File: src/pcpc_pkg.sv
// Shared types, constants and codes of the phase current pair conditioner.
`default_nettype none
package pcpc_pkg;

   localparam int ADC_BITS      = 12;
   localparam int OUT_FRAC_BITS = 16;
   localparam int GAIN_FRAC     = 24;
   localparam int ALPHA_FRAC    = 16;
   localparam int FILT_FRAC     = 16;
   localparam int OFFSET_W      = 20;
   localparam int GAIN_W        = 32;
   localparam int ALPHA_W       = 17;
   localparam int OUT_W         = 32;

   localparam int CSR_IDX_W  = 3;
   localparam int CSR_DATA_W = 32;

   localparam logic [ALPHA_W-1:0]  ALPHA_ONE    = ALPHA_W'(1 << ALPHA_FRAC);
   localparam logic [OFFSET_W-1:0] OFFSET_RESET = OFFSET_W'(1 << (OFFSET_W - 1));
   localparam logic [GAIN_W-1:0]   GAIN_RESET   = GAIN_W'(1 << GAIN_FRAC);

   localparam int MUL_W  = 33;
   localparam int PROD_W = 2 * MUL_W;
   localparam int CUR_W  = 42;

   localparam int DIV_W      = 48;
   localparam int DIV_DIGITS = 8;
   localparam int DIV_STEPS  = DIV_W / DIV_DIGITS;
   localparam int DIV_CNT_W  = $clog2(DIV_STEPS);

   typedef enum logic [CSR_IDX_W-1:0] {
      CSR_OFFSET_U     = 3'd0,
      CSR_OFFSET_V     = 3'd1,
      CSR_OFFSET_W     = 3'd2,
      CSR_CURRENT_GAIN = 3'd3,
      CSR_VOLTAGE_GAIN = 3'd4,
      CSR_FILTER_ALPHA = 3'd5
   } csr_index_type;

   typedef enum logic [3:0] {
      ST_IDLE,
      ST_FILT_NEW,
      ST_FILT_OLD,
      ST_FILT_RND,
      ST_GAIN_MUL,
      ST_GAIN_RND,
      ST_MEAN_START,
      ST_MEAN_WAIT,
      ST_DELTA_MUL,
      ST_DELTA_START,
      ST_DELTA_WAIT,
      ST_VBUS_MUL,
      ST_OUTPUT
   } state_type;

   typedef struct packed {
      logic [ADC_BITS-1:0] raw_u;
      logic [ADC_BITS-1:0] raw_v;
      logic [ADC_BITS-1:0] raw_w;
      logic [ADC_BITS-1:0] raw_vbus;
   } req_type;

   typedef struct packed {
      logic signed [OUT_W-1:0] current_u;
      logic signed [OUT_W-1:0] current_v;
      logic signed [OUT_W-1:0] current_w;
      logic signed [OUT_W-1:0] delta_u;
      logic signed [OUT_W-1:0] delta_v;
      logic signed [OUT_W-1:0] delta_w;
      logic [OUT_W-1:0]        bus_voltage;
      logic [OUT_W-1:0]        update_count;
   } rsp_type;

   typedef struct packed {
      logic             start;
      logic [DIV_W-1:0] dividend;
   } div_req_type;

   typedef struct packed {
      logic             done;
      logic [DIV_W-1:0] quotient;
   } div_rsp_type;

endpackage
`default_nettype wire

File: src/pcpc_div3.sv
// Unsigned divide-by-three unit that retires eight dividend bits per cycle.
`default_nettype none
module pcpc_div3 (
   input  logic                  clock,
   input  logic                  reset,
   input  pcpc_pkg::div_req_type div_req,
   output pcpc_pkg::div_rsp_type div_rsp
);

   localparam logic [2:0] DIVISOR = 3'd3;

   logic                               busy_ff;
   logic                               done_ff;
   logic [pcpc_pkg::DIV_CNT_W-1:0]     cnt_ff;
   logic [pcpc_pkg::DIV_W-1:0]         dvd_ff;
   logic [pcpc_pkg::DIV_W-1:0]         quo_ff;
   logic [1:0]                         rem_ff;
   logic [1:0]                         rem_in;
   logic [pcpc_pkg::DIV_DIGITS-1:0]    qbits_in;

   always_comb begin : digit_steps
      logic [2:0] trial;
      logic [1:0] rem;
      rem = rem_ff;
      qbits_in = '0;
      for (int i = 0; i < pcpc_pkg::DIV_DIGITS; i++) begin
         trial = {rem, dvd_ff[pcpc_pkg::DIV_W-1-i]};
         if (trial >= DIVISOR) begin
            qbits_in[pcpc_pkg::DIV_DIGITS-1-i] = 1'b1;
            rem = 2'(trial - DIVISOR);
         end else begin
            rem = trial[1:0];
         end
      end
      rem_in = rem;
   end

   always_ff @(posedge clock) begin
      if (reset) begin
         busy_ff <= 1'b0;
         done_ff <= 1'b0;
         cnt_ff  <= '0;
      end else begin
         done_ff <= 1'b0;
         if (div_req.start) begin
            busy_ff <= 1'b1;
            cnt_ff  <= '0;
         end else if (busy_ff) begin
            cnt_ff <= cnt_ff + 1'b1;
            if (cnt_ff == pcpc_pkg::DIV_CNT_W'(pcpc_pkg::DIV_STEPS - 1)) begin
               busy_ff <= 1'b0;
               done_ff <= 1'b1;
            end
         end
      end
   end

   always_ff @(posedge clock) begin
      if (div_req.start) begin
         dvd_ff <= div_req.dividend;
         rem_ff <= '0;
      end else if (busy_ff) begin
         dvd_ff <= dvd_ff << pcpc_pkg::DIV_DIGITS;
         rem_ff <= rem_in;
         quo_ff <= {quo_ff[pcpc_pkg::DIV_W-pcpc_pkg::DIV_DIGITS-1:0], qbits_in};
      end
   end

   assign div_rsp.done     = done_ff;
   assign div_rsp.quotient = quo_ff;

endmodule
`default_nettype wire

File: config.mk
export PLATFORM = sky130hd
export DESIGN_NAME = pcpc_div3
export DESIGN_NICKNAME = d
export VERILOG_FILES = /design/src/pcpc_pkg.sv /design/src/pcpc_div3.sv
export SDC_FILE = /design/constraint.sdc
export NUM_CORES = 1
export LEC_CHECK = 0
export ABC_AREA = 1
export BUFFER_PORTS_ARGS = -buffer_cell sky130_fd_sc_hd__clkbuf_2
export CAP_MARGIN = 20
export CORE_ASPECT_RATIO = 1.25
export CORE_MARGIN = 1
export CORE_UTILIZATION = 50
export CTS_BUF_LIST = sky130_fd_sc_hd__clkbuf_4 sky130_fd_sc_hd__clkbuf_8 sky130_fd_sc_hd__clkbuf_16
export DETAILED_ROUTE_END_ITERATION = 8
export HOLD_SLACK_MARGIN = 0.03
export PLACE_DENSITY_LB_ADDON = 0.12
export SLEW_MARGIN = 15
export SYNTH_ARGS = -nofsm -noshare
export SYNTH_HDL_FRONTEND = slang
export SYNTH_SLANG_ARGS = --single-unit
File: constraint.sdc
create_clock -name clock -period 5.8 [get_ports clock]
set_input_delay 1.16 -clock clock [delete_from_list [all_inputs] [get_ports clock]]
set_output_delay 1.16 -clock clock [all_outputs]
set_load 0.03 [all_outputs]
==> results.md <==
* Startpoint Class: flip-flop
* Initial antenna violation count at 0
* GRT Util Overall at 0.162
* Area leader, netlist: edfxtp_1
* Busiest grt layer: met2
* Post-CTS Hold Fix Bufs at 0
* CTS Buffer Depth at 2
* Hold path start: quo_ff[34]
* NumNets Final at 549
* Ys flop type: edfxtp_1
* Critical Path Max Stage Delay at 0.46 ns
* Final-report hold violation count at 0
* Synth async-reset ratio at 0
* CTS Buf Count at 9
* Die W at 85.7 um
* Most common cell after layout, fill and taps aside: nand2_1
* Design area at 5240 um^2
* Top-Level Pins at 100
* Crit. End Element: flip-flop
* Layout cells sized above 1 at 0.327
* Residual DRC count at 0
* Worst reg2reg path depth at 47
* HP Class: reg -> reg
* Core Region at 8380 um^2
* Mapped cell area at 4370 um^2
* Relative slew margins at 0.340
* Clock root cell: clkbuf_8
* Port buffer count at 99
* DR iter-0 viols at 78
* Row Count at 37
* M1 GR Usage at 0.183
* Status: finished, final reports clean
* DRT Pass-1 Iters at 4
* Tightest hold margin at 0.454 ns
* Footprint of the multi-input gates at 1170 um^2
* Final Setup Violations at 0
* Placer Congestion at 0.693
* Number of global-route vias before repair at 2760
* Reg-to-reg slack, setup at 0.57 ns
* CTS Sinks at 103
* Worst Hold End: quo_ff[42]
* Pin count of the biggest net entering global routing at 53
* Least-Margin Pin Slew at 0.989 ns
* Avg WL per Cell at 11.4 um
* Sequential share of the synthesized area at 0.691
* Final WL at 6.92 mm
* Max Freq at 191 MHz
* Crit Reg-Reg Endpoint: quo_ff[0]
* Post-DP HPWL at 4.70 mm
* Area delta synth->final at 19.9%
* Syn nets at 447
* Setup_tns at 0 ns
* Via count at 2836
* Syn_area_per_cell at 11.3 um^2
* GR Util met3 at 0.0393
* Worst Hold Path Cells at 0
* Initial Util at 0.522
* EDFF count, synth at 96
* # H-tree levels at 3
* Number of synthesized register bits at 103
* Pre-CTS setup slack at 0.586 ns
* GR Util met2 at 0.287
* Max FO, Critical Path at 5
* Pwr/cell area at 395 nW/um^2
* Layout fillers at 690
* CTS tree: built
* CP max stage cell: edfxtp_1
* Worst endpoint required time at 5.92 ns
* Antenna Cells at 0
* Worst-path clk slew at 0.09 ns
* Critical path class: reg -> reg
* Total grt overflow at 0
* Yosys warning count at 0
* Top post-synthesis cells by area: edfxtp_1, nand2_1, inv_1
* Layout Skew at 0.0105 ns
* Fin crit period at 5.23 ns
* Clk_lat worst skew at 0.36 ns
* Synth top area share at 0.659
* Register area at 3020 um^2
* Reg2reg start: dvd_ff[47]
* Period utilization at 0.901
* Drt via density at 4.65
* Worst Setup Slack, final at 0.573 ns
* First-pass GRT wire length at 11.5 mm
* Cell variety after synth at 29
* Worst VDD drop at 167 uV
* Area after DPL at 5010 um^2
* Worst setup startpoint: dvd_ff[47]
* Cells after Synth at 386
* Die H at 107 um
* WP data arrival at 5.35 ns
* Antenna-violating nets left at 0
* Lkg Pwr at 2.45 nW
* # Max-Cap Violations at 0
* DIE AREA at 9130 um^2
* Final Max Tran Viols at 0
* Most frequent cells in the layout: nand2_1, clkbuf_2, edfxtp_1
-- flip-flops by register name (all words and copies together), names as in the netlist --
name / cells
dvd_ff: 48
quo_ff: 48
cnt_ff: 3
rem_ff: 2
busy_ff: 1
done_ff: 1
-- cell families (layout without fill, tap and decap cells) --
family,Yosys count,in the layout,share of synthesized area
AOI/OAI and AO/OA,10,10,0.0163
xor gates and xnor gates,1,1,0.00200
adders and majority gates,10,10,0.0286
buffers and inverters,53,160,0.0463
DFF,103,103,0.691
and+or+nand+nor,209,209,0.216
-- critical path: cells and delay by family (launching register included) --
family                   cells  cell delay [ns]
AND/OR/NAND/NOR             28             2.32
adder cells (fa/ha/maj)      8             1.35
AO/OA/AOI/OAI                1             0.14
flip-flops                   1             0.46
buffers and inverters       10             0.67
-- cell type report --
cell class	count	share of cell area
Multi-Input combinational cell	230	0.222
Inverter	41	0.0294
Timing Repair Buffer	103	0.104
Sequential cell	103	0.577
Clock buffer	12	0.0291
Clock inverter	4	0.0105
Tap cell	117	0.0279
-- routing by layer --
metal	vias to the layer above	part of all wire
met2	85	0.48
met3	10	0.065
li1	1458	-
met5	-	0
met4	0	0.017
met1	1283	0.44
-- repair_timing --
item                                    in CTS  in global routing
endpoints found under the setup margin       0                  3
resized for setup                            0                  3
buffers inserted                             0                  2
-- worst max-delay path by stage --
stage,endpoint,cells after the start
floorplan,quo_ff[0],45
global placement,quo_ff[0],45
detailed placement,quo_ff[0],45
CTS,quo_ff[0],45
global route,quo_ff[0],47
finish,quo_ff[0],47
-- Yosys cell counts, types with 2 or more instances --
master / count
nand2_1: 160
nand4_1: 4
nand2_2: 19
nand3_2: 7
ha_1: 10
clkbuf_1: 11
edfxtp_1: 96
o21ai_1: 2
nor2_4: 3
a21oi_2: 2
a21oi_1: 2
nor2_1: 4
inv_1: 40
nand3_1: 5
dfxtp_1: 7
-- stage by stage --
step           power, mW   util  instances
6_report            2.07  0.626        610
5_1_grt             2.20  0.626        610
4_1_cts             2.07  0.623        608
3_5_place_dp        1.62  0.598        592
3_3_place_gp        1.58  0.595        591
2_1_floorplan       1.49      -        386
-- where the power goes --
part / leakage (nW) / total [mW] / internal, mW / switching [mW]
Clock: 0.104 / 0.455 / 0.223 / 0.233
Sequential: 0.997 / 0.944 / 0.910 / 0.0339
Combinational: 1.35 / 0.670 / 0.242 / 0.427
Total: 2.45 / 2.07 / 1.37 / 0.694
No activity file was read; power rests on OpenSTA's default activity.
